<file path="config.mk">
export PLATFORM = sky130hd
export DESIGN_NAME = tgle_layout
export DESIGN_NICKNAME = d
export VERILOG_FILES = /design/src/rtl/tgle_pkg.sv /design/src/rtl/tgle_layout.sv
export SDC_FILE = /design/constraint.sdc
export NUM_CORES = 2
export LEC_CHECK = 0
export BUFFER_PORTS_ARGS = -buffer_cell sky130_fd_sc_hd__buf_2
export CAP_MARGIN = 30
export CORE_AREA = 3 3 371 373
export DETAILED_ROUTE_END_ITERATION = 7
export DIE_AREA = 0 0 374 376
export HOLD_SLACK_MARGIN = 0.15
export PLACE_DENSITY_LB_ADDON = 0.12
export SYNTH_ARGS = -nofsm -noshare
export SYNTH_HDL_FRONTEND = slang
export SYNTH_SLANG_ARGS = --single-unit
export TNS_END_PERCENT = 100
</file>
<file path="constraint.sdc">
create_clock -name clk_i -period 17.5 [get_ports clk_i]
set_input_delay 0.875 -clock clk_i [delete_from_list [all_inputs] [get_ports clk_i]]
set_output_delay 0.875 -clock clk_i [all_outputs]
set_load 0.03 [all_outputs]
</file>
<file path="src/rtl/tgle_pkg.sv">
// ----------------------------------------------------------------------------
// Text glyph layout emitter package
// Shared widths, codes, payload types and helper functions of the emitter.
// ----------------------------------------------------------------------------
`default_nettype none

package tgle_pkg;

  // Table and fixed-point format.
  localparam int ADVANCE_ENTRIES = 256;
  localparam int FRACTION_BITS   = 16;
  localparam int ADV_ADDR_W      = $clog2(ADVANCE_ENTRIES);

  // Field widths.
  localparam int MODE_W     = 2;
  localparam int CH_W       = 8;
  localparam int POS_W      = 31;
  localparam int ADV_W      = 24;
  localparam int XY_W       = 32;
  localparam int LH_W       = 24;
  localparam int CNT_W      = 16;
  localparam int SUM_W      = ADV_W + 2;
  localparam int CFG_ADDR_W = 4;
  localparam int CFG_DATA_W = 32;

  // Input modes.
  localparam logic [MODE_W-1:0] MODE_LOAD = 2'd0;
  localparam logic [MODE_W-1:0] MODE_CHAR = 2'd1;
  localparam logic [MODE_W-1:0] MODE_END  = 2'd2;

  // Configuration register indexes.
  localparam logic [CFG_ADDR_W-1:0] REG_ORIGIN_X       = 4'd0;
  localparam logic [CFG_ADDR_W-1:0] REG_ORIGIN_Y       = 4'd1;
  localparam logic [CFG_ADDR_W-1:0] REG_CLIP_MIN_X     = 4'd2;
  localparam logic [CFG_ADDR_W-1:0] REG_CLIP_MAX_X     = 4'd3;
  localparam logic [CFG_ADDR_W-1:0] REG_WRAP_LIMIT_X   = 4'd4;
  localparam logic [CFG_ADDR_W-1:0] REG_BOTTOM_LIMIT_Y = 4'd5;
  localparam logic [CFG_ADDR_W-1:0] REG_LINE_HEIGHT    = 4'd6;
  localparam logic [CFG_ADDR_W-1:0] REG_MAX_ITEMS      = 4'd7;

  // Character codes.
  localparam logic [CH_W-1:0] CH_TAB     = 8'h09;
  localparam logic [CH_W-1:0] CH_NL      = 8'h0A;
  localparam logic [CH_W-1:0] CH_CR      = 8'h0D;
  localparam logic [CH_W-1:0] CH_SPACE   = 8'h20;
  localparam logic [CH_W-1:0] CH_ZERO    = 8'h30;
  localparam logic [CH_W-1:0] CH_UPPER_A = 8'h41;
  localparam logic [CH_W-1:0] CH_BSLASH  = 8'h5C;
  localparam logic [CH_W-1:0] CH_LOWER_R = 8'h72;
  localparam logic [CH_W-1:0] CH_TILDE   = 8'h7E;

  // Saturation bound; this value in the wrap register turns wrapping off.
  localparam logic signed [XY_W-1:0] POS_MAX  = 32'sh7FFF_FFFF;
  localparam logic [LH_W-1:0]        LH_RESET = LH_W'(1) << FRACTION_BITS;
  localparam logic [CNT_W-1:0]       MAX_ITEMS_RESET = 16'hFFFF;

  // How one accepted item is handled.
  typedef enum logic [2:0] {
    KIND_LOAD,
    KIND_IGNORE,
    KIND_END,
    KIND_PRINT,
    KIND_NL,
    KIND_CR,
    KIND_TAB,
    KIND_ESC
  } kind_e;

  typedef struct packed {
    logic signed [XY_W-1:0] origin_x;
    logic signed [XY_W-1:0] origin_y;
    logic signed [XY_W-1:0] clip_min_x;
    logic signed [XY_W-1:0] clip_max_x;
    logic signed [XY_W-1:0] wrap_limit_x;
    logic signed [XY_W-1:0] bottom_limit_y;
    logic [LH_W-1:0]        line_height;
    logic [CNT_W-1:0]       max_items;
  } cfg_t;

  // Decoded item: the glyph codes it may draw and its text position.
  typedef struct packed {
    kind_e             kind;
    logic [CH_W-1:0]   g0;
    logic [CH_W-1:0]   g1;
    logic [CH_W-1:0]   g2;
    logic [POS_W-1:0]  pos;
  } item_t;

  typedef struct packed {
    logic [POS_W-1:0]       text_pos;
    logic [CH_W-1:0]        glyph_code;
    logic                   special_mark;
    logic signed [XY_W-1:0] box_x0;
    logic signed [XY_W-1:0] box_y0;
    logic signed [XY_W-1:0] box_x1;
    logic signed [XY_W-1:0] box_y1;
    logic                   drawn;
    logic [CNT_W-1:0]       items_total;
    logic                   run_end;
  } res_t;

  // Up to three results produced by one item.
  typedef struct packed {
    res_t [2:0] slot;
    logic [1:0] cnt;
  } res_set_t;

  // Saturating add of a non-negative offset to a signed position.
  function automatic logic signed [XY_W-1:0] sat_add(input logic signed [XY_W-1:0] a,
                                                    input logic [SUM_W-1:0] b);
    logic [XY_W+1:0] s;
    s = {{2{a[XY_W-1]}}, a} + {{(XY_W+2-SUM_W){1'b0}}, b};
    if (!s[XY_W+1] && (s[XY_W] || s[XY_W-1])) begin
      return POS_MAX;
    end
    return s[XY_W-1:0];
  endfunction

  function automatic logic [CH_W-1:0] hex_char(input logic [3:0] d);
    if (d < 4'd10) begin
      return CH_ZERO + {4'b0, d};
    end
    return CH_UPPER_A - 8'd10 + {4'b0, d};
  endfunction

  // Sort an incoming item and pick the glyph codes it can draw.
  function automatic item_t decode(input logic [MODE_W-1:0] mode,
                                   input logic [CH_W-1:0] ch,
                                   input logic [POS_W-1:0] pos);
    item_t it;
    it.kind = KIND_IGNORE;
    it.g0   = ch;
    it.g1   = ch;
    it.g2   = ch;
    it.pos  = pos;
    case (mode)
      MODE_LOAD: it.kind = KIND_LOAD;
      MODE_END: begin
        it.kind = KIND_END;
        it.g0   = CH_SPACE;
      end
      MODE_CHAR: begin
        if (ch == CH_NL) begin
          it.kind = KIND_NL;
          it.g0   = CH_SPACE;
        end else if (ch == CH_CR) begin
          it.kind = KIND_CR;
          it.g0   = CH_BSLASH;
          it.g1   = CH_LOWER_R;
        end else if (ch == CH_TAB) begin
          it.kind = KIND_TAB;
          it.g0   = CH_SPACE;
        end else if (ch >= CH_SPACE && ch <= CH_TILDE) begin
          it.kind = KIND_PRINT;
        end else begin
          it.kind = KIND_ESC;
          it.g0   = CH_BSLASH;
          it.g1   = hex_char(ch[7:4]);
          it.g2   = hex_char(ch[3:0]);
        end
      end
      default: it.kind = KIND_IGNORE;
    endcase
    return it;
  endfunction

  // Number of glyphs an item tries to draw.
  function automatic logic [1:0] glyph_count(input kind_e kind);
    case (kind)
      KIND_END, KIND_PRINT, KIND_NL, KIND_TAB: return 2'd1;
      KIND_CR:  return 2'd2;
      KIND_ESC: return 2'd3;
      default:  return 2'd0;
    endcase
  endfunction

endpackage

`default_nettype wire

</file>
<file path="src/rtl/tgle_layout.sv">
// ----------------------------------------------------------------------------
// Text glyph layout engine
// Holds the pen and frame state and turns one registered item into its
// glyph boxes and count record in a single pass.
// ----------------------------------------------------------------------------
`default_nettype none

module tgle_layout (
  input  logic                                   clk_i,
  input  logic                                   rst_ni,
  input  logic                                   consume_i,
  input  tgle_pkg::cfg_t                         cfg_i,
  input  tgle_pkg::item_t                        item_i,
  input  logic [tgle_pkg::ADV_W-1:0]             adv_w_i,
  input  logic [2:0][tgle_pkg::ADV_W-1:0]        adv_g_i,
  output tgle_pkg::res_set_t                     set_o
);
  import tgle_pkg::*;

  // Frame state.
  logic signed [XY_W-1:0] pen_x_q, pen_x_d;
  logic signed [XY_W-1:0] pen_y_q, pen_y_d;
  logic [CNT_W-1:0]       items_q, items_d;
  logic                   stopped_q, stopped_d;
  logic                   started_q, started_d;

  // Working values.
  logic signed [XY_W-1:0] origin_x, clip_min, clip_max, wrap_lim, bottom;
  logic signed [XY_W-1:0] px0, py0, p, py_w, y_a, y_b, y1, tab_x;
  logic [CNT_W-1:0]       it0;
  logic                   st0, is_char, is_end, wrap, below, run, special, first_ok;
  logic [XY_W+1:0]        wrap_sum;
  logic [1:0]             ng;
  logic [SUM_W-1:0]       sums [3];
  logic signed [XY_W-1:0] x_o [3];
  logic signed [XY_W-1:0] x_p [3];
  logic signed [XY_W-1:0] x_end [3];
  logic signed [XY_W-1:0] x_start [3];
  logic [CH_W-1:0]        codes [3];
  logic [CNT_W-1:0]       cnt;
  logic [1:0]             n, moved;
  logic                   blocked;

  assign origin_x = cfg_i.origin_x;
  assign clip_min = cfg_i.clip_min_x;
  assign clip_max = cfg_i.clip_max_x;
  assign wrap_lim = cfg_i.wrap_limit_x;
  assign bottom   = cfg_i.bottom_limit_y;

  assign codes[0] = item_i.g0;
  assign codes[1] = item_i.g1;
  assign codes[2] = item_i.g2;

  // Effective state: a frame that has not started begins at the origin.
  always_comb begin
    px0 = started_q ? pen_x_q : origin_x;
    py0 = started_q ? pen_y_q : cfg_i.origin_y;
    it0 = started_q ? items_q : '0;
    st0 = started_q & stopped_q;
    is_end  = (item_i.kind == KIND_END);
    is_char = (item_i.kind == KIND_PRINT) || (item_i.kind == KIND_NL) ||
              (item_i.kind == KIND_CR) || (item_i.kind == KIND_TAB) ||
              (item_i.kind == KIND_ESC);
    special = (item_i.kind == KIND_CR) || (item_i.kind == KIND_ESC);
    ng      = glyph_count(item_i.kind);
  end

  // Wrap test and line positions.
  always_comb begin
    wrap_sum = {{2{px0[XY_W-1]}}, px0} + {{(XY_W+2-ADV_W){1'b0}}, adv_w_i};
    wrap = is_char && !st0 && (item_i.kind != KIND_NL) && (wrap_lim != POS_MAX) &&
           ($signed(wrap_sum) > $signed({{2{wrap_lim[XY_W-1]}}, wrap_lim}));
    y_a  = sat_add(py0, SUM_W'(cfg_i.line_height));
    y_b  = sat_add(py0, SUM_W'({cfg_i.line_height, 1'b0}));
    py_w = wrap ? y_a : py0;
    y1   = wrap ? y_b : y_a;
    p    = wrap ? origin_x : px0;
    below = py_w > bottom;
  end

  // Pen positions after each glyph, from both possible line starts.
  always_comb begin
    sums[0] = SUM_W'(adv_g_i[0]);
    sums[1] = SUM_W'(adv_g_i[0]) + SUM_W'(adv_g_i[1]);
    sums[2] = SUM_W'(adv_g_i[0]) + SUM_W'(adv_g_i[1]) + SUM_W'(adv_g_i[2]);
    for (int k = 0; k < 3; k++) begin
      x_o[k]   = sat_add(origin_x, sums[k]);
      x_p[k]   = sat_add(px0, sums[k]);
      x_end[k] = wrap ? x_o[k] : x_p[k];
    end
    x_start[0] = p;
    x_start[1] = x_end[0];
    x_start[2] = x_end[1];
    tab_x = wrap ? sat_add(origin_x, SUM_W'(adv_w_i)) : sat_add(px0, SUM_W'(adv_w_i));
  end

  // Glyph emission with item cap and horizontal clip, then the count record.
  always_comb begin
    run = is_char ? (!st0 && !below) : (is_end && (!below || (it0 == '0)));
    first_ok = run && (it0 < cfg_i.max_items);
    set_o   = '0;
    cnt     = it0;
    n       = 2'd0;
    moved   = 2'd0;
    blocked = 1'b0;
    for (int k = 0; k < 3; k++) begin
      if (run && (2'(k) < ng) && !blocked) begin
        if (cnt >= cfg_i.max_items) begin
          blocked = 1'b1;
        end else begin
          moved = 2'(k + 1);
          if ((x_start[k] <= clip_max) && (x_end[k] >= clip_min)) begin
            cnt = cnt + 16'd1;
            set_o.slot[n].text_pos     = item_i.pos;
            set_o.slot[n].glyph_code   = codes[k];
            set_o.slot[n].special_mark = special;
            set_o.slot[n].box_x0       = x_start[k];
            set_o.slot[n].box_y0       = py_w;
            set_o.slot[n].box_x1       = x_end[k];
            set_o.slot[n].box_y1       = y1;
            set_o.slot[n].drawn        = 1'b1;
            set_o.slot[n].items_total  = cnt;
            n = n + 2'd1;
          end
        end
      end
    end
    if (is_end) begin
      set_o.slot[n].items_total = cnt;
      n = n + 2'd1;
    end
    if (n != 2'd0) begin
      set_o.slot[n - 2'd1].run_end = 1'b1;
    end
    set_o.cnt = n;
  end

  // Next frame state.
  always_comb begin
    case (item_i.kind)
      KIND_NL:  pen_x_d = first_ok ? origin_x : p;
      KIND_TAB: pen_x_d = first_ok ? tab_x : p;
      default:  pen_x_d = (moved == 2'd0) ? p : x_end[moved - 2'd1];
    endcase
    pen_y_d   = ((item_i.kind == KIND_NL) && first_ok) ? y1 : py_w;
    items_d   = cnt;
    stopped_d = is_char ? (st0 || (pen_y_d > bottom)) : st0;
    started_d = is_char;
  end

  // State registers; loads and unused modes leave them untouched.
  always_ff @(posedge clk_i or negedge rst_ni) begin
    if (!rst_ni) begin
      pen_x_q   <= '0;
      pen_y_q   <= '0;
      items_q   <= '0;
      stopped_q <= 1'b0;
      started_q <= 1'b0;
    end else if (consume_i && (is_char || is_end)) begin
      pen_x_q   <= pen_x_d;
      pen_y_q   <= pen_y_d;
      items_q   <= items_d;
      stopped_q <= stopped_d;
      started_q <= started_d;
    end
  end

endmodule

`default_nettype wire

</file>
### Word level (Yosys, flattened, before mapping)

Cells that the tools add are included.

| cells by class | value |
|---|---|
| add/sub/neg operators | 20 |
| $lt $le $gt $ge | 25 |
| eq/ne operators | 8 |
| multiplexer cells | 151 |
| bitwise logic cells | 2 |
| reductions and logical operators | 67 |

Operators with widths:

| cell | count |
|---|---|
| $bwmux 558 | 20 |
| $demux 186 s2 | 20 |
| $mux 558 | 8 |
| $mux 32 | 35 |
| $mux 185 | 3 |
| $mux 186 | 2 |
| $mux 155 | 2 |
| $mux 147 | 2 |
| $mux 146 | 2 |
| $mux 114 | 2 |
| $add 32x25->33 | 5 |
| $mux 82 | 2 |
| $mux 16 | 10 |
| $mux 50 | 2 |
| $add 32x26->33 | 3 |
| $ge 32x32->1 | 3 |
| $le 32x32->1 | 3 |
| $add 32x27->33 | 2 |
| $bmux 32 s2 | 1 |
| $gt 32x32->1 | 2 |
| $pmux 32 s2 | 1 |
| $mux 17 | 3 |
| $add 16x1->16 const B | 3 |
| $ge 16x16->1 | 3 |
| 28 further kinds | 134 |

| word-level totals | value |
|---|---|
| register bits after elaboration | 82 |
| output and inout port bits | 560 |

### Logic depth before layout (Yosys ltp)

| logic depth | value |
|---|---|
| depth after elaboration | 49 |
| mapped depth | 80 |

### Worst setup path after synthesis

Ideal clock, no wire load.

| path | value |
|---|---|
| path kind | flip-flop to output port |
| from | register started_q |
| to | output port set_o[17] (netlist bit) |
| data arrival time | 16688 ps |
| data required time | 16625 ps |
| setup slack | -63 ps |
| stages on the path, launching flop included | 75 |
| path buffers | 16 |
| cells stage by stage | dfrtp_1 -> buf_2 -> buf_1 -> clkbuf_1 -> clkbuf_1 -> buf_2 -> buf_1 -> clkbuf_1 -> o21ai_0 -> ha_1 -> a211oi_1 -> o21a_1 -> o211ai_1 -> a2111oi_0 -> o31ai_1 -> o21ai_0 -> a21boi_1 -> o311a_1 -> (+39 left out) -> inv_1 -> ha_1 -> a21oi_1 -> nor2b_1 -> o21ai_0 -> o211a_1 -> a21oi_1 -> nor3_1 -> nand2b_1 -> nand2b_1 -> clkbuf_1 -> o21a_1 -> ha_1 -> and3_1 -> clkbuf_1 -> a21oi_1 -> nor2_1 -> a31oi_1 |

RTL lines:

| element | RTL line | RTL |
|---|---|---|
| start: declaration | tgle_layout.sv:25 | `logic started_q, started_d;` |
| start signal: assignment | tgle_layout.sv:164 | `started_q <= started_d;` |
| end: declaration | tgle_layout.sv:16 | `output tgle_pkg::res_set_t set_o` |

==> flow_metrics.env <==
export IMPL_hold_class="flop to flop"
export IMPL_worst_setup_path_start_kind="flop"
export IMPL_layout_worst_path_cycle_share_pct=96.5
export IMPL_leakagePower_nw=23.5
export IMPL_synth_commonest_cells="645 x ha_1, 611 x nor2_1, 386 x nand2_1, 384 x a21oi_1, 377 x inv_1"
export IMPL_fill_cells=14900
export IMPL_ios=949
export IMPL_die_area_um2=141000
export IMPL_grt_start_max_net_pins=85
export IMPL_dpl_instance_area_um2=46400
export IMPL_ys_seq_elements=82
export IMPL_hold_viol=0
export IMPL_ant_nets=0
export IMPL_peakVddDrop_mv=0.121
export IMPL_h_tree_depth=3
export IMPL_grt_pass1_vias=45700
export IMPL_post_synth_top_count_cell="ha_1"
export IMPL_hold_depth=2
export IMPL_ctsHoldBuffers=0
export IMPL_top_layer="met5"
export IMPL_fin_area_um2=47000
export IMPL_setup_viol=0
export IMPL_yosysTopAreaCell="ha_1"
export IMPL_worstMarginPinSlew_ns=1.22
export IMPL_multi_input_area_um2=33800
export IMPL_post_route_util_pct=34.8
export IMPL_required_ns=16.62
export IMPL_wl_per_cell_um=32.7
export IMPL_drtPass1Iterations=7
export IMPL_clk_path_buf_depth=2
export IMPL_numCtsBuffers=9
export IMPL_synth_fp_nets=6493
export IMPL_grt_pass1_wl_um=364000
export IMPL_powerDensity_nw_per_um2=185
export IMPL_design_core_area_um2=135000
export IMPL_fin_total_pwr_mw=8.70
export IMPL_root_buffer="clkbuf_16"
export IMPL_dp_cells=8229
export IMPL_synth_edff_count=0
export IMPL_die_x_um=374
export IMPL_row_count=135
export IMPL_nets=7520
export IMPL_grtUsageTotal_pct=36.4
export IMPL_drc_errors=0
export IMPL_ys_flop_type="dfrtp_1"
export IMPL_netlist_area_um2=37900
export IMPL_wl_um=270000
export IMPL_syn2layout_area_growth_pct=24.1
export IMPL_seq_area_frac_synth_pct=5.42
export IMPL_synthArstFlopShare_pct=100
export IMPL_crit_slowest_cell="o21ai_0"
export IMPL_cts_sinks=82
export IMPL_instances_no_fill=8273
export IMPL_ys_warn_count=0
export IMPL_cp_arrival_ns=16.02
export IMPL_synth_cells=5447
export IMPL_cp_max_fo=13
export IMPL_status="finished clean"
export IMPL_cap_violations=0
export IMPL_finalClockSkew_ns=0.0158
export IMPL_port_buffers=948
export IMPL_grt_remaining_overflow=0
export IMPL_die_h_um=376
export IMPL_via_per_inst=5.84
export IMPL_clk_latency_ns=0.45
export IMPL_drt_iter0_drc=4298
export IMPL_fmax_ghz=0.0592
export IMPL_synthTopCellsByArea="ha_1 21%, xnor2_1 6.5%, nor2_1 6.1%"
export IMPL_met1Wirelength_um=106000
export IMPL_seqCellArea_um2=2060
export IMPL_drive_above_1_share_pct=23.0
export IMPL_crit_path_end_kind="primary output"
export IMPL_slew_violations=0
export IMPL_max_slew_margin_pct=18.1
export IMPL_met3_length_um=20900
export IMPL_ys_types=99
export IMPL_dp_hpwl_um=229000
export IMPL_cts_tree="done"
export IMPL_start_util_pct=28.1
export IMPL_worst_r2r_path_depth=62
export IMPL_vias=48300
export IMPL_synth_top_area_share_pct=21.3
export IMPL_path_common_cell="ha_1"
export IMPL_fin_tns_setup_ns=0
export IMPL_finalCriticalPeriod_ns=16.89
export IMPL_dr_wl_met2_um=125000
export IMPL_crit_path_max_incr_delay_ns=0.62
export IMPL_cts_clk_slew_worst_paths_ns=0.09
export IMPL_place_gp_congestion=1.03
export IMPL_critPathKind="flop to primary output"
export IMPL_antenna_found_initial=38
export IMPL_synth_avg_cell_area_um2=6.96
==> registers in the layout (all words and copies together) (netlist names) <==
register / cells
stopped_q: 1
pen_x_q: 32
started_q: 1
pen_y_q: 32
items_q: 16
==> cells in the final DEF (no fill, tap or decap), types with 192 or more instances in the layout <==
cell type	n
buf_2	947
ha_1	645
nor2_1	606
a21oi_1	381
nand2_1	378
inv_1	375
o21ai_0	327
buf_4	278
xnor2_1	277
nand3_1	192
==> kinds of logic after synthesis <==
kind of cell | count (synthesis) | synth area share (%)
flops | 82 | 5.42
buf+inv | 613 | 6.14
fa+ha+maj | 657 | 21.9
xor+xnor | 366 | 8.48
mux | 168 | 4.84
simple gates | 1868 | 23.7
compound gates | 1693 | 29.4
==> what timing repair did <==
| action | CTS | global route |
|---|---|---|
| resized for setup | 5 | 39 |
| pin swaps | 0 | 5 |
| buffers inserted | 3 | 10 |
| cloned | 0 | 1 |
| endpoints found under the setup margin | 116 | 559 |
==> per-layer routing <==
metal	up-vias	GRT usage [%]
met5	-	0.172
li1	22200	-
met3	566	8.03
met1	23100	43.0
met4	34	20.7
met2	2439	60.8
==> worst max-delay path: cells and delay by family (launching register included) <==
family                     cells  cell delay, ns
DFF                            1            0.57
muxes                          2            0.51
buffers and inverters         10            1.93
xor gates and xnor gates       2            0.45
AOI/OAI and AO/OA             27            6.63
adders and majority gates      8            2.40
and+or+nand+nor               17            3.06
==> path summary, 6_finish.rpt <==
check | from | endpoint | slack [ns]
setup / recovery | started_q | set_o[8] | 0.61
hold / removal | pen_y_q[0] | pen_y_q[0] | 0.48
setup reg to reg | started_q | pen_x_q[7] | 2.01
hold reg to reg | pen_y_q[0] | pen_y_q[0] | 0.48
max in group asynchronous | rst_ni | started_q | 15.58
min in group asynchronous | rst_ni | pen_y_q[6] | 0.49
==> cell type report <==
class / instances / area share [%]
tap: 1781 / 4.74
inverter: 383 / 3.07
multi-input combinational: 4753 / 71.9
timing repair buffer: 1245 / 15.2
sequential: 82 / 4.37
clock buffer: 9 / 0.479
antenna: 13 / 0.0692
clock inverter: 7 / 0.184
==> where the power goes <==
group	switching (mW)	leakage [nW]	total, mW	internal, mW
clock network	0.139	0.150	0.254	0.114
logic	5.51	22.4	8.13	2.62
registers	0.0466	0.967	0.311	0.265
total	5.70	23.5	8.70	3.00
==> metrics by stage <==
stage / setup WS (ns) / hold WS (ns)
2_1_floorplan: 0.0408 / 0.443
3_3_place_gp: -0.0457 / 0.455
3_5_place_dp: 0.127 / 0.465
4_1_cts: 0.174 / 0.486
5_1_grt: -0.0569 / 0.513
6_report: 0.606 / 0.480
(Power assumes the default switching activity.)
