## src/rtl/tgle_pkg.sv

```systemverilog
// ----------------------------------------------------------------------------
// Text glyph layout emitter package
// Shared widths, codes, payload types and helper functions of the emitter.
// ----------------------------------------------------------------------------
`default_nettype none

package tgle_pkg;

  // Table and fixed-point format.
  localparam int ADVANCE_ENTRIES = 256;
  localparam int FRACTION_BITS   = 16;
  localparam int ADV_ADDR_W      = $clog2(ADVANCE_ENTRIES);

  // Field widths.
  localparam int MODE_W     = 2;
  localparam int CH_W       = 8;
  localparam int POS_W      = 31;
  localparam int ADV_W      = 24;
  localparam int XY_W       = 32;
  localparam int LH_W       = 24;
  localparam int CNT_W      = 16;
  localparam int SUM_W      = ADV_W + 2;
  localparam int CFG_ADDR_W = 4;
  localparam int CFG_DATA_W = 32;

  // Input modes.
  localparam logic [MODE_W-1:0] MODE_LOAD = 2'd0;
  localparam logic [MODE_W-1:0] MODE_CHAR = 2'd1;
  localparam logic [MODE_W-1:0] MODE_END  = 2'd2;

  // Configuration register indexes.
  localparam logic [CFG_ADDR_W-1:0] REG_ORIGIN_X       = 4'd0;
  localparam logic [CFG_ADDR_W-1:0] REG_ORIGIN_Y       = 4'd1;
  localparam logic [CFG_ADDR_W-1:0] REG_CLIP_MIN_X     = 4'd2;
  localparam logic [CFG_ADDR_W-1:0] REG_CLIP_MAX_X     = 4'd3;
  localparam logic [CFG_ADDR_W-1:0] REG_WRAP_LIMIT_X   = 4'd4;
  localparam logic [CFG_ADDR_W-1:0] REG_BOTTOM_LIMIT_Y = 4'd5;
  localparam logic [CFG_ADDR_W-1:0] REG_LINE_HEIGHT    = 4'd6;
  localparam logic [CFG_ADDR_W-1:0] REG_MAX_ITEMS      = 4'd7;

  // Character codes.
  localparam logic [CH_W-1:0] CH_TAB     = 8'h09;
  localparam logic [CH_W-1:0] CH_NL      = 8'h0A;
  localparam logic [CH_W-1:0] CH_CR      = 8'h0D;
  localparam logic [CH_W-1:0] CH_SPACE   = 8'h20;
  localparam logic [CH_W-1:0] CH_ZERO    = 8'h30;
  localparam logic [CH_W-1:0] CH_UPPER_A = 8'h41;
  localparam logic [CH_W-1:0] CH_BSLASH  = 8'h5C;
  localparam logic [CH_W-1:0] CH_LOWER_R = 8'h72;
  localparam logic [CH_W-1:0] CH_TILDE   = 8'h7E;

  // Saturation bound; this value in the wrap register turns wrapping off.
  localparam logic signed [XY_W-1:0] POS_MAX  = 32'sh7FFF_FFFF;
  localparam logic [LH_W-1:0]        LH_RESET = LH_W'(1) << FRACTION_BITS;
  localparam logic [CNT_W-1:0]       MAX_ITEMS_RESET = 16'hFFFF;

  // How one accepted item is handled.
  typedef enum logic [2:0] {
    KIND_LOAD,
    KIND_IGNORE,
    KIND_END,
    KIND_PRINT,
    KIND_NL,
    KIND_CR,
    KIND_TAB,
    KIND_ESC
  } kind_e;

  typedef struct packed {
    logic signed [XY_W-1:0] origin_x;
    logic signed [XY_W-1:0] origin_y;
    logic signed [XY_W-1:0] clip_min_x;
    logic signed [XY_W-1:0] clip_max_x;
    logic signed [XY_W-1:0] wrap_limit_x;
    logic signed [XY_W-1:0] bottom_limit_y;
    logic [LH_W-1:0]        line_height;
    logic [CNT_W-1:0]       max_items;
  } cfg_t;

  // Decoded item: the glyph codes it may draw and its text position.
  typedef struct packed {
    kind_e             kind;
    logic [CH_W-1:0]   g0;
    logic [CH_W-1:0]   g1;
    logic [CH_W-1:0]   g2;
    logic [POS_W-1:0]  pos;
  } item_t;

  typedef struct packed {
    logic [POS_W-1:0]       text_pos;
    logic [CH_W-1:0]        glyph_code;
    logic                   special_mark;
    logic signed [XY_W-1:0] box_x0;
    logic signed [XY_W-1:0] box_y0;
    logic signed [XY_W-1:0] box_x1;
    logic signed [XY_W-1:0] box_y1;
    logic                   drawn;
    logic [CNT_W-1:0]       items_total;
    logic                   run_end;
  } res_t;

  // Up to three results produced by one item.
  typedef struct packed {
    res_t [2:0] slot;
    logic [1:0] cnt;
  } res_set_t;

  // Saturating add of a non-negative offset to a signed position.
  function automatic logic signed [XY_W-1:0] sat_add(input logic signed [XY_W-1:0] a,
                                                    input logic [SUM_W-1:0] b);
    logic [XY_W+1:0] s;
    s = {{2{a[XY_W-1]}}, a} + {{(XY_W+2-SUM_W){1'b0}}, b};
    if (!s[XY_W+1] && (s[XY_W] || s[XY_W-1])) begin
      return POS_MAX;
    end
    return s[XY_W-1:0];
  endfunction

  function automatic logic [CH_W-1:0] hex_char(input logic [3:0] d);
    if (d < 4'd10) begin
      return CH_ZERO + {4'b0, d};
    end
    return CH_UPPER_A - 8'd10 + {4'b0, d};
  endfunction

  // Sort an incoming item and pick the glyph codes it can draw.
  function automatic item_t decode(input logic [MODE_W-1:0] mode,
                                   input logic [CH_W-1:0] ch,
                                   input logic [POS_W-1:0] pos);
    item_t it;
    it.kind = KIND_IGNORE;
    it.g0   = ch;
    it.g1   = ch;
    it.g2   = ch;
    it.pos  = pos;
    case (mode)
      MODE_LOAD: it.kind = KIND_LOAD;
      MODE_END: begin
        it.kind = KIND_END;
        it.g0   = CH_SPACE;
      end
      MODE_CHAR: begin
        if (ch == CH_NL) begin
          it.kind = KIND_NL;
          it.g0   = CH_SPACE;
        end else if (ch == CH_CR) begin
          it.kind = KIND_CR;
          it.g0   = CH_BSLASH;
          it.g1   = CH_LOWER_R;
        end else if (ch == CH_TAB) begin
          it.kind = KIND_TAB;
          it.g0   = CH_SPACE;
        end else if (ch >= CH_SPACE && ch <= CH_TILDE) begin
          it.kind = KIND_PRINT;
        end else begin
          it.kind = KIND_ESC;
          it.g0   = CH_BSLASH;
          it.g1   = hex_char(ch[7:4]);
          it.g2   = hex_char(ch[3:0]);
        end
      end
      default: it.kind = KIND_IGNORE;
    endcase
    return it;
  endfunction

  // Number of glyphs an item tries to draw.
  function automatic logic [1:0] glyph_count(input kind_e kind);
    case (kind)
      KIND_END, KIND_PRINT, KIND_NL, KIND_TAB: return 2'd1;
      KIND_CR:  return 2'd2;
      KIND_ESC: return 2'd3;
      default:  return 2'd0;
    endcase
  endfunction

endpackage

`default_nettype wire

```

## src/rtl/tgle_if.sv

```systemverilog
// ----------------------------------------------------------------------------
// Text glyph layout emitter channels
// Valid/ready channels for characters, glyph results and register writes.
// ----------------------------------------------------------------------------
`default_nettype none


// Glyph box and count record channel.
interface tgle_out_if;
  import tgle_pkg::*;
  logic                   valid;
  logic                   ready;
  logic [POS_W-1:0]       text_pos;
  logic [CH_W-1:0]        glyph_code;
  logic                   special_mark;
  logic signed [XY_W-1:0] box_x0;
  logic signed [XY_W-1:0] box_y0;
  logic signed [XY_W-1:0] box_x1;
  logic signed [XY_W-1:0] box_y1;
  logic                   drawn;
  logic [CNT_W-1:0]       items_total;
  logic                   run_end;

  modport source(output valid, text_pos, glyph_code, special_mark, box_x0, box_y0,
                 box_x1, box_y1, drawn, items_total, run_end, input ready);
  modport sink(input valid, text_pos, glyph_code, special_mark, box_x0, box_y0,
               box_x1, box_y1, drawn, items_total, run_end, output ready);
endinterface


`default_nettype wire

```

## src/rtl/tgle_result_buf.sv

```systemverilog
// ----------------------------------------------------------------------------
// Text glyph layout result buffer
// Holds the results of one item and hands them out one transaction a cycle while the output is ready.
// ----------------------------------------------------------------------------
`default_nettype none

module tgle_result_buf (
  input  logic               clk_i,
  input  logic               rst_ni,
  input  logic               load_i,
  input  tgle_pkg::res_set_t set_i,
  output logic               free_o,
  tgle_out_if.source         out_o
);
  import tgle_pkg::*;

  res_t [2:0] slot_q;
  logic [1:0] cnt_q, cnt_d;
  logic [1:0] idx_q, idx_d;
  logic       fire, last;
  res_t       cur;

  assign fire   = out_o.valid && out_o.ready;
  assign last   = (idx_q == (cnt_q - 2'd1));
  assign free_o = (cnt_q == 2'd0) || (fire && last);

  // Slot pointer and fill count.
  always_comb begin
    cnt_d = cnt_q;
    idx_d = idx_q;
    if (load_i) begin
      cnt_d = set_i.cnt;
      idx_d = 2'd0;
    end else if (fire) begin
      if (last) begin
        cnt_d = 2'd0;
        idx_d = 2'd0;
      end else begin
        idx_d = idx_q + 2'd1;
      end
    end
  end

  always_ff @(posedge clk_i or negedge rst_ni) begin
    if (!rst_ni) begin
      cnt_q <= 2'd0;
      idx_q <= 2'd0;
    end else begin
      cnt_q <= cnt_d;
      idx_q <= idx_d;
    end
  end

  // Result payload.
  always_ff @(posedge clk_i) begin
    if (load_i) begin
      slot_q <= set_i.slot;
    end
  end

  // Present the current slot.
  assign cur                = slot_q[idx_q];
  assign out_o.valid        = (cnt_q != 2'd0);
  assign out_o.text_pos     = cur.text_pos;
  assign out_o.glyph_code   = cur.glyph_code;
  assign out_o.special_mark = cur.special_mark;
  assign out_o.box_x0       = cur.box_x0;
  assign out_o.box_y0       = cur.box_y0;
  assign out_o.box_x1       = cur.box_x1;
  assign out_o.box_y1       = cur.box_y1;
  assign out_o.drawn        = cur.drawn;
  assign out_o.items_total  = cur.items_total;
  assign out_o.run_end      = cur.run_end;

endmodule

`default_nettype wire

```

## src/flat_wrapper.sv

```systemverilog
// flat-port wrapper written by rule: the top's interface ports become plain ports
module tgle_result_buf_flat import tgle_pkg::*;
  (clk_i, rst_ni, load_i, set_i, free_o, out_o_valid, out_o_text_pos, out_o_glyph_code, out_o_special_mark, out_o_box_x0, out_o_box_y0, out_o_box_x1, out_o_box_y1, out_o_drawn, out_o_items_total, out_o_run_end, out_o_ready);
  tgle_out_if out_o_i ();
  input  logic clk_i;
  input  logic rst_ni;
  input  logic load_i;
  input  tgle_pkg::res_set_t set_i;
  output logic free_o;
  output wire logic [$bits(out_o_i.valid)-1:0] out_o_valid;
  output wire logic [$bits(out_o_i.text_pos)-1:0] out_o_text_pos;
  output wire logic [$bits(out_o_i.glyph_code)-1:0] out_o_glyph_code;
  output wire logic [$bits(out_o_i.special_mark)-1:0] out_o_special_mark;
  output wire logic [$bits(out_o_i.box_x0)-1:0] out_o_box_x0;
  output wire logic [$bits(out_o_i.box_y0)-1:0] out_o_box_y0;
  output wire logic [$bits(out_o_i.box_x1)-1:0] out_o_box_x1;
  output wire logic [$bits(out_o_i.box_y1)-1:0] out_o_box_y1;
  output wire logic [$bits(out_o_i.drawn)-1:0] out_o_drawn;
  output wire logic [$bits(out_o_i.items_total)-1:0] out_o_items_total;
  output wire logic [$bits(out_o_i.run_end)-1:0] out_o_run_end;
  input wire logic [$bits(out_o_i.ready)-1:0] out_o_ready;
  assign out_o_valid = out_o_i.valid;
  assign out_o_text_pos = out_o_i.text_pos;
  assign out_o_glyph_code = out_o_i.glyph_code;
  assign out_o_special_mark = out_o_i.special_mark;
  assign out_o_box_x0 = out_o_i.box_x0;
  assign out_o_box_y0 = out_o_i.box_y0;
  assign out_o_box_x1 = out_o_i.box_x1;
  assign out_o_box_y1 = out_o_i.box_y1;
  assign out_o_drawn = out_o_i.drawn;
  assign out_o_items_total = out_o_i.items_total;
  assign out_o_run_end = out_o_i.run_end;
  assign out_o_i.ready = out_o_ready;
  tgle_result_buf u_core (.clk_i(clk_i), .rst_ni(rst_ni), .load_i(load_i), .set_i(set_i), .free_o(free_o), .out_o(out_o_i));
endmodule
```

## config.mk

```make
export PLATFORM = sky130hd
export DESIGN_NAME = tgle_result_buf_flat
export DESIGN_NICKNAME = d
export VERILOG_FILES = /design/src/rtl/tgle_pkg.sv /design/src/rtl/tgle_if.sv /design/src/rtl/tgle_result_buf.sv /design/src/flat_wrapper.sv
export SDC_FILE = /design/constraint.sdc
export NUM_CORES = 1
export LEC_CHECK = 0
export BUFFER_PORTS_ARGS = -buffer_cell sky130_fd_sc_hd__buf_4
export CORE_AREA = 3 3 287 289
export CTS_CLUSTER_SIZE = 28
export DETAILED_ROUTE_END_ITERATION = 10
export DIE_AREA = 0 0 290 292
export PLACE_DENSITY_LB_ADDON = 0.3
export SLEW_MARGIN = 20
export SYNTH_ARGS = -nofsm -noshare
export SYNTH_HDL_FRONTEND = slang
export SYNTH_SLANG_ARGS = --single-unit
```

## constraint.sdc

```tcl
create_clock -name clk_i -period 1.9 [get_ports clk_i]
set_input_delay 0.19 -clock clk_i [delete_from_list [all_inputs] [get_ports clk_i]]
set_output_delay 0.19 -clock clk_i [all_outputs]
set_load 0.02 [all_outputs]
```

Word level (Yosys, flattened, before mapping)
Index checks and enable logic that the tools add are counted.

Bits in registers: 562. Logic and storage cells: 52. Output and inout port bits: 188. Input bits: 564.

Multiplexer cells: 8. Order comparisons: 1. Reduce and logical (&&, ||, !) cells: 8. Equality and inequality tests: 1. $add $sub $neg: 2.

Operators with widths (number): binary-select mux 186 bit (select 2 bit) (1); two-way mux 186 bit (1); two-way mux 2 bit (6); nonzero test 2 bit (3); < comparator 2 x 3 -> 1 bit (second input constant) (1); adder 2 x 1 -> 2 bit (second input constant) (1); == test 2 bit (1); logical AND 1 bit (2); zero test 2 bit (1); AND reduction 2 bit (1); subtractor 2 x 1 -> 2 bit (second input constant) (1); logical OR 1 bit (1).

Longest topological paths before layout
Gate-level depths: netlist of the first run.

Depth in word-level cells: 5. Depth in mapped cells: 6. Mapped depth without buffers: 5.

Worst setup path before layout of the first run
No wires, ideal clock.

Kind: flip-flop to output port. Start: register u_core.idx_q[1]. End: output out_o_box_y1[0]. Stages on the path, launching flop included: 5. Data required time: 1710 ps. Path buffers: 2. Path slack: 410 ps. Arrival time: 1300 ps. Cell sequence: dfrtp_1 -> buf_4 -> buf_4 -> mux2i_1 -> o21ai_0.

Longest elaborated chain between the ends: 2.

Ends and longest elaborated chain: from (decl) (line tgle_result_buf.sv:19) `logic [1:0] idx_q, idx_d;`; from (signal assigned) (line tgle_result_buf.sv:50) `idx_q <= idx_d;`; binary-select mux 186 bit (select 2 bit) (line tgle_result_buf.sv:62) `assign cur = slot_q[idx_q];`; two-way mux 186 bit (not written as such) (line tgle_result_buf.sv:62); to (decl) (line flat_wrapper.sv:17) `output wire logic [$bits(out_o_i.box_y1)-1:0] out_o_box_y1;`.

Every way passes these cells. The select of a mux whose other input is x is not followed.

Final worst setup path of the first run
Start: register u_core.idx_q[1]. End: output out_o_box_y0[9].

Longest elaborated chain between the ends: 2.

Ends and longest elaborated chain: binary-select mux 186 bit (select 2 bit) (line tgle_result_buf.sv:62); two-way mux 186 bit (not written as such) (line tgle_result_buf.sv:62); to (decl) (line flat_wrapper.sv:15) `output wire logic [$bits(out_o_i.box_y0)-1:0] out_o_box_y0;`.

Every way passes these cells. The select of a mux whose other input is x is not followed.

==> reports/qor.yml, run 1 <==
synthesis:
  yosys.area_share.simple_pct: 3.54
  ys_warn_count: 0
  syn_avg_cell_area_um2: 17.3
  synth_xor_xnor_area_share_pct: 0.0839
  synth-async-reset-ratio_pct: 0.712
  synth-edff-count: 558
  syn_area_um2: 20900
  syn_nets: 1772
  synth_top_area_cell: "edfxtp_1"
  syn_inst: 1207
  ys.flop_type: "edfxtp_1"
  synthTopCellsByArea: "edfxtp_1 80%, mux2i_1 8.9%, o21ai_1 3.6%"
  ys_types: 23
  ys_ff_latch: 562
  synth_top_area_share_pct: 80.2
  yosysSeqAreaShare_pct: 80.7
  synth_fa_ha_area_share_pct: 0.0599
  synth_top_family_by_area: "multiplexers"
  synth_mux_area_share_pct: 8.92
  synth-compound-area-share_pct: 4.76
critical_path:
  setup.worst_path.end_class: "output pin"
  slowest_delay_ns: 0.54
  crit_family: "buffers and inverters"
  crit_chain: "nor2b_4 -> buf_12 -> clkbuf_16 -> buf_8 -> nand2_1 -> o21ai_1 -> buf_4"
  cp.depth: 7
  critPathMaxFanout: 8
  reg2reg_slack_ns: 0.21
  rr_endpoint: "u_core.idx_q[1]"
  crit_arrival_ns: 2.22
  worstRegToRegCells: 5
  path_buf_inv: 4
  cp_data_required_time_ns: 1.71
  crit_path_top_delay_cell: "dfrtp_4"
  r2r-start: "u_core.idx_q[0]"
  worstSetupPathType: "flip-flop to output pin"
  startpoint_type: "flip-flop"
sta:
  finClkSkew_ns: 0.000261
  worst_pin_slew_ns: 0.452
  relSlewSlack_pct: 69.8
  fin_ws_ns: -0.511
  hold_ws_ns: 0.282
  finalSetupTns_ns: -76.10
  post-route-period-util_pct: 127
  max_freq_mhz: 415
  fin_crit_ns: 2.41
  hold_violations: 0
  grt_setup_unrepaired: "true"
  setup_viol: 187
  finalMaxSlewViolations: 0
place:
  gp_congestion: 0.871
  place.port_buffers: 751
  hpwl_um: 47800
  place_inst: 3030
pwr:
  swShare_pct: 27.5
  p_clk_share_pct: 33.2
  leakage_nw: 15.4
  internal-power_mw: 27.1
  seqPwrFrac_pct: 40.7
  p_per_area_nw_per_um2: 950
  vdd_drop_max_mv: 0.636
  pwr-share-comb_pct: 26.2
  p_switching_mw: 10.3
global_routing:
  antenna_found_initial: 7
  overflow: 0
  grtUsageTotal_pct: 16.3
  grt_pass1_wl_um: 107000
  first_global_vias: 17800
  grt_max_degree: 74
layout:
  nets: 3210
  drive_gt1_share_pct: 47.6
  areaGrowthSynthToFinish_pct: 88.6
  final_util_pct: 49.1
  layout.cells.non_filler: 3765
floorplan:
  die_width_um: 290
  start_util_pct: 26.1
  dieArea_um2: 84700
  core_um2: 80200
  rows: 104
  ios: 752
  die_y_um: 292
routing:
  totalWireLength_um: 80400
  first_iter_violations: 795
  drt_first_pass_iters: 5
  vias_per_cell: 4.45
  vias: 16800
  drc: 0
  postRouteAntennaNets: 0
  wl_per_cell_um: 21.4
clocking:
  insertion_delay_ns: 0.62
  cts_sinks: 562
  cts.clk_slew.worst_paths_ns: 0.06
  cts_root_buf: "clkbuf_16"
  cts_tree: "built"
  htreeDepth: 2
  cts.path.max_buffers: 3
  cts_buffers: 61
status:
  outcome: "finished, violations left"
  violations: "negative setup slack"
run:
  drv_cap: 0
hold_path:
  holdPathEnd: "u_core.slot_q[546]"
  min-delay-path-class: "primary input to flip-flop"
  min_path_cells: 2
  hp-start: "set_i[548]"
## sequential cells by signal (all words and copies together), names as in the netlist
name,cells
u_core.cnt_q,2
u_core.idx_q,2
u_core.slot_q,558
## how the worst max path moves through the flow
stage                  endpoint            start  slack, ns
5_1_grt         out_o_box_y0[9]  u_core.idx_q[1]      -0.60
3_5_place_dp   out_o_box_y0[19]  u_core.idx_q[1]       0.07
6_report        out_o_box_y0[9]  u_core.idx_q[1]      -0.51
4_1_cts        out_o_box_x0[17]  u_core.idx_q[1]      -0.55
2_1_floorplan   out_o_box_y1[0]  u_core.idx_q[1]       0.41
3_3_place_gp   out_o_box_y0[19]  u_core.idx_q[1]       0.07
## timing repair
item,CTS,global route
buffers inserted,10,12
gates resized for setup,107,570
pin swaps,10,99
hold endpoints to repair,573,0
gates cloned,7,21
endpoints found under the setup margin,187,187
hold buffers,564,0
## cells by family after synthesis
family | after synthesis
AO/OA/AOI/OAI | 195
XOR/XNOR | 2
adder cells (fa/ha/maj) | 1
buffers and inverters | 67
flip-flops | 562
multiplexers | 186
AND/OR/NAND/NOR | 194
## final cells by class
type / count / area [µm²]
clock inverter: 42 / 512
timing repair buffer: 1438 / 13700
tap: 1060 / 1330
clock buffer: 73 / 1570
antenna: 8 / 20.0
sequential: 562 / 16900
multi-input combinational: 578 / 5360
inverter: 4 / 15.0
fill: 6474 / 40800
## per-stage QoR
stage               setup WS (ns)  total power [mW]  area, µm²
floorplan                   0.410              18.0      20900
global placement           0.0710              21.6      28300
detailed placement         0.0725              21.6      28300
CTS                        -0.552              35.7      36700
global route               -0.599              38.7      39400
finish                     -0.511              37.4      39400
## placed cells by master (no fill, tap or decap), drive strengths merged
master,netlist,routed
o31ai,2,2
o21ai,189,189
xnor2,2,2
nand2b,1,1
a2111o,1,1
o211ai,1,1
ha,1,1
clkbuf,22,90
nand3b,1,1
dfrtp,4,4
a21o,1,1
mux2i,186,186
or3,1,1
clkinv,0,24
a31oi,1,1
inv,4,5
bufinv,0,11
buf,41,857
diode,0,8
dlygate4sd3,0,564
nand2,189,189
edfxtp,558,558
nor2,1,1
clkinvlp,0,6
nor2b,1,1
## synthesized netlist by cell type, types with 2 or more instances
cell type,n
o21ai_1,151
mux2i_1,186
edfxtp_1,558
clkbuf_1,22
o31ai_1,2
buf_2,21
buf_6,13
nand2_1,189
inv_1,4
xnor2_1,2
buf_4,7
dfrtp_1,4
o21ai_0,38
## power groups by stage
| stage | Combinational, mW | Clock [mW] | Sequential, mW |
|---|---|---|---|
| finish | 9.78 | 12.4 | 15.2 |
| global route | 10.2 | 13.2 | 15.3 |
| CTS | 7.95 | 12.7 | 15.1 |
| detailed placement | 6.35 | 0 | 15.3 |
| global placement | 6.31 | 0 | 15.3 |
| floorplan | 2.79 | 0 | 15.2 |
## layer usage
layer  GRT usage (%)  vias up  share of wire [%]
met5               0        -                  0
met4            6.25        0                3.8
met3            3.41      189                5.3
met2            29.0      715                 52
met1            19.4     8330                 39
li1                -     7534                  -
(Power assumes the default switching activity.)
==> inputs of run 2 (changes only) <==
--- a/config.mk
+++ b/config.mk
@@ -5,11 +5,13 @@
 export SDC_FILE = /design/constraint.sdc
 export NUM_CORES = 1
 export LEC_CHECK = 0
+export ABC_AREA = 1
 export BUFFER_PORTS_ARGS = -buffer_cell sky130_fd_sc_hd__buf_4
-export CORE_AREA = 3 3 287 289
+export CORE_AREA = 3 3 289 291
+export CTS_CLUSTER_DIAMETER = 40
 export CTS_CLUSTER_SIZE = 28
 export DETAILED_ROUTE_END_ITERATION = 10
-export DIE_AREA = 0 0 290 292
+export DIE_AREA = 0 0 292 294
 export PLACE_DENSITY_LB_ADDON = 0.3
 export SLEW_MARGIN = 20
 export SYNTH_ARGS = -nofsm -noshare
==> reports/qor.yml, run 2 <==
pwr:
  internal-power_mw: 37.7  # +39%
  pwr-share-comb_pct: 44.7  # +19 points
  p_per_area_nw_per_um2: 1420  # +50%
  p_switching_mw: 20.9  # +100%
  p_total_mw: 58.6  # +57%
  p_clk_share_pct: 29.2  # -4.0 points
  swShare_pct: 35.6  # +8.1 points
  vdd_drop_max_mv: 1.02  # +60%
  leakage_nw: 16.1  # +4.4%
  seqPwrFrac_pct: 26.2  # -15 points
layout:
  top_register: "u_core.slot_q"
  final_common_cell: "buf_4"
  layout.cells.non_filler: 4074  # +8.2%
  largest_register_ffs: 558  # unchanged
  drive_gt1_share_pct: 45.8  # -1.8 points
  nets: 3488  # +8.7%
  areaGrowthSynthToFinish_pct: 94.7
  reg.largest.list: "u_core.slot_q x558, u_core.cnt_q x2, u_core.idx_q x2"
  layout_common_cells: "722 x buf_4, 563 x dlygate4sd3_1, 558 x edfxtp_1"
  stdcell_area_um2: 41200  # +4.7%
synthesis:
  yosysSeqAreaShare_pct: 79.5  # -1.2 points
  syn_inst: 1443  # +20%
  ys.flop_type: "edfxtp_1"
  synth_top_area_share_pct: 79.1  # -1.2 points
  synth-async-reset-ratio_pct: 0.712  # unchanged
  ys_warn_count: 0  # unchanged
  ys_types: 20  # -13%
  yosysMostFrequentCell: "edfxtp_1"
  syn_area_um2: 21200  # +1.5%
  synthTopCellsByArea: "edfxtp_1 79%, o21ai_0 4.5%, nand3_1 4.4%"
  synth_top_area_cell: "edfxtp_1"
  syn_avg_cell_area_um2: 14.7  # -15%
  ys_top_cells_by_count: "558 x edfxtp_1, 190 x o21ai_0, 186 x nand3_1, 186 x nor2_1, 183 x o21ai_1"
  ys_ff_latch: 562  # unchanged
  syn_nets: 2008  # +13%
  synth-edff-count: 558  # unchanged
clocking:
  cts_root_buf: "clkbuf_16"
  cts.clk_slew.worst_paths_ns: 0.05  # about the same
  cts_buffers: 93  # +52%
  cts_tree: "built"
  htreeDepth: 3  # +1
  cts_sinks: 562  # unchanged
  cts.path.max_buffers: 3  # unchanged
  insertion_delay_ns: 0.61  # about the same
global_routing:
  antenna_found_initial: 13  # +6
  grt_max_degree: 95  # +28%
  overflow: 0  # unchanged
  grtUsageTotal_pct: 19.9  # +3.6 points
  grt_pass1_wl_um: 128000  # +19%
  first_global_vias: 20400  # +15%
floorplan:
  rows: 104  # unchanged
  die_width_um: 292  # +0.69%
  start_util_pct: 26.2  # +0.17 points
  dieArea_um2: 85800  # +1.4%
  core_um2: 80800  # +0.81%
  die_y_um: 294  # +0.68%
  ios: 752  # unchanged
place:
  gp_congestion: 0.890  # +2.1%
  place_inst: 3233  # +6.7%
  pre_cts_ws_ns: -0.188  # -0.261 ns
  hpwl_um: 53500  # +12%
  placed_cell_area_um2: 28400  # +0.40%
  place.port_buffers: 751  # unchanged
routing:
  drt_first_pass_iters: 5  # unchanged
  totalWireLength_um: 94900  # +18%
  vias_per_cell: 4.67  # +4.9%
  vias: 19000  # +14%
  wl_per_cell_um: 23.3  # +9.1%
  first_iter_violations: 1132  # +42%
  postRouteAntennaNets: 0  # unchanged
  drc: 0  # unchanged
sta:
  finalSetupTns_ns: -62.37  # +13.72 ns
  finClkSkew_ns: 0.00192  # +0.00166 ns
  worst_pin_slew_ns: 0.544  # +0.0914 ns
  fin_ws_ns: -0.419  # +0.0915 ns
  setup_viol: 187  # unchanged
  max_freq_mhz: 431  # +3.9%
  relSlewSlack_pct: 63.8  # -6.1 points
  finalMaxSlewViolations: 0  # unchanged
  post-route-period-util_pct: 122  # -4.8 points
  hold_violations: 0  # unchanged
  grt_setup_unrepaired: "true"
  fin_crit_ns: 2.32  # -0.0915 ns
critical_path:
  cp_data_required_time_ns: 1.71  # about the same
  critPathMaxFanout: 7  # -1
  rr_endpoint: "u_core.cnt_q[0]"
  crit_arrival_ns: 2.13  # -0.09 ns
  worstRegToRegCells: 10  # +5
  setup.worst_path.end_class: "output pin"
  startpoint_type: "flip-flop"
  worstSetupPathType: "flip-flop to output pin"
  r2r-start: "u_core.idx_q[0]"
  reg2reg_slack_ns: 0.41  # +0.20 ns
hold_path:
  min-delay-path-class: "primary input to flip-flop"
  hp-start: "out_o_ready"
  holdPathEnd: "u_core.idx_q[0]"
  min_path_cells: 6  # +4
status:
  outcome: "finished, violations left"
  violations: "negative setup slack"
run:
  drv_cap: 0  # unchanged
[run 2: cells by family (layout without fill, tap and decap cells)]
family	Yosys count	in the layout	share of synthesized area [%]
flops	562	562	79.5
xor+xnor	1	1	0.0413
buf+inv	111	1668	3.41
compound gates	373	373	8.81
other cells	0	14	0
simple gates	395	395	8.13
fa+ha+maj	1	1	0.0590
[run 2: power groups by stage]
stage / clock network (mW) / logic [mW] / registers (mW)
finish: 17.1 / 26.2 / 15.3
floorplan: 0 / 8.44 / 15.2
global placement: 0 / 16.5 / 15.3
detailed placement: 0 / 16.6 / 15.4
CTS: 17.3 / 22.7 / 15.2
global route: 18.0 / 27.4 / 15.4
[run 2: layout make-up]
type	count	area [µm²]
Fill cell	6432	39600
Sequential cell	562	16900
Timing Repair Buffer	1482	14600
Multi-Input combinational cell	770	5080
Clock buffer	106	2420
Tap cell	1060	1330
Clock inverter	66	763
Timing Repair inverter	6	124
Inverter	8	68.8
Antenna cell	14	35.0
[run 2: metal layers]
layer  GRT usage [%]  wire length [µm]  vias up
met1            23.0             36100     9436
met3            4.51              5990      229
met2            35.8             49100      884
met4            8.15              3710        0
li1                -                 -     8485
met5               0                 0        -
[run 2: how the worst max path moves through the flow]
stage	from	end	slack [ns]
3_5_place_dp	u_core.idx_q[0]	out_o_items_total[1]	-0.19
6_report	u_core.idx_q[0]	out_o_box_x0[7]	-0.42
5_1_grt	u_core.idx_q[0]	out_o_box_x1[26]	-0.50
4_1_cts	u_core.idx_q[0]	out_o_box_x0[14]	-0.46
3_3_place_gp	u_core.idx_q[0]	out_o_items_total[1]	-0.19
2_1_floorplan	u_core.cnt_q[0]	free_o	0.33
[run 2: what timing repair did]
action                                  CTS  global route
setup buffers                            38             5
gates cloned                             31            22
endpoints found under the setup margin  187           187
pin swaps                                67            93
hold endpoints to repair                568             0
hold buffers                            563             0
gates resized for setup                 335           410
[run 2: through the flow]
stage | utilization [%] | hold WS [ns]
global placement | 35.2 | -0.00861
finish | 51.0 | 0.0582
floorplan | - | -0.106
global route | 51.0 | 0.0615
CTS | 48.7 | 0.0112
detailed placement | 35.2 | -0.00444
[run 2: worst max-delay path: stages (launching register included)]
cell       delay (ns)
dfrtp_4          0.55
buf_12           0.19
clkinv_16        0.08
buf_12           0.13
clkbuf_16        0.18
nor2_4           0.04
o21ai_2          0.18
buf_6            0.15
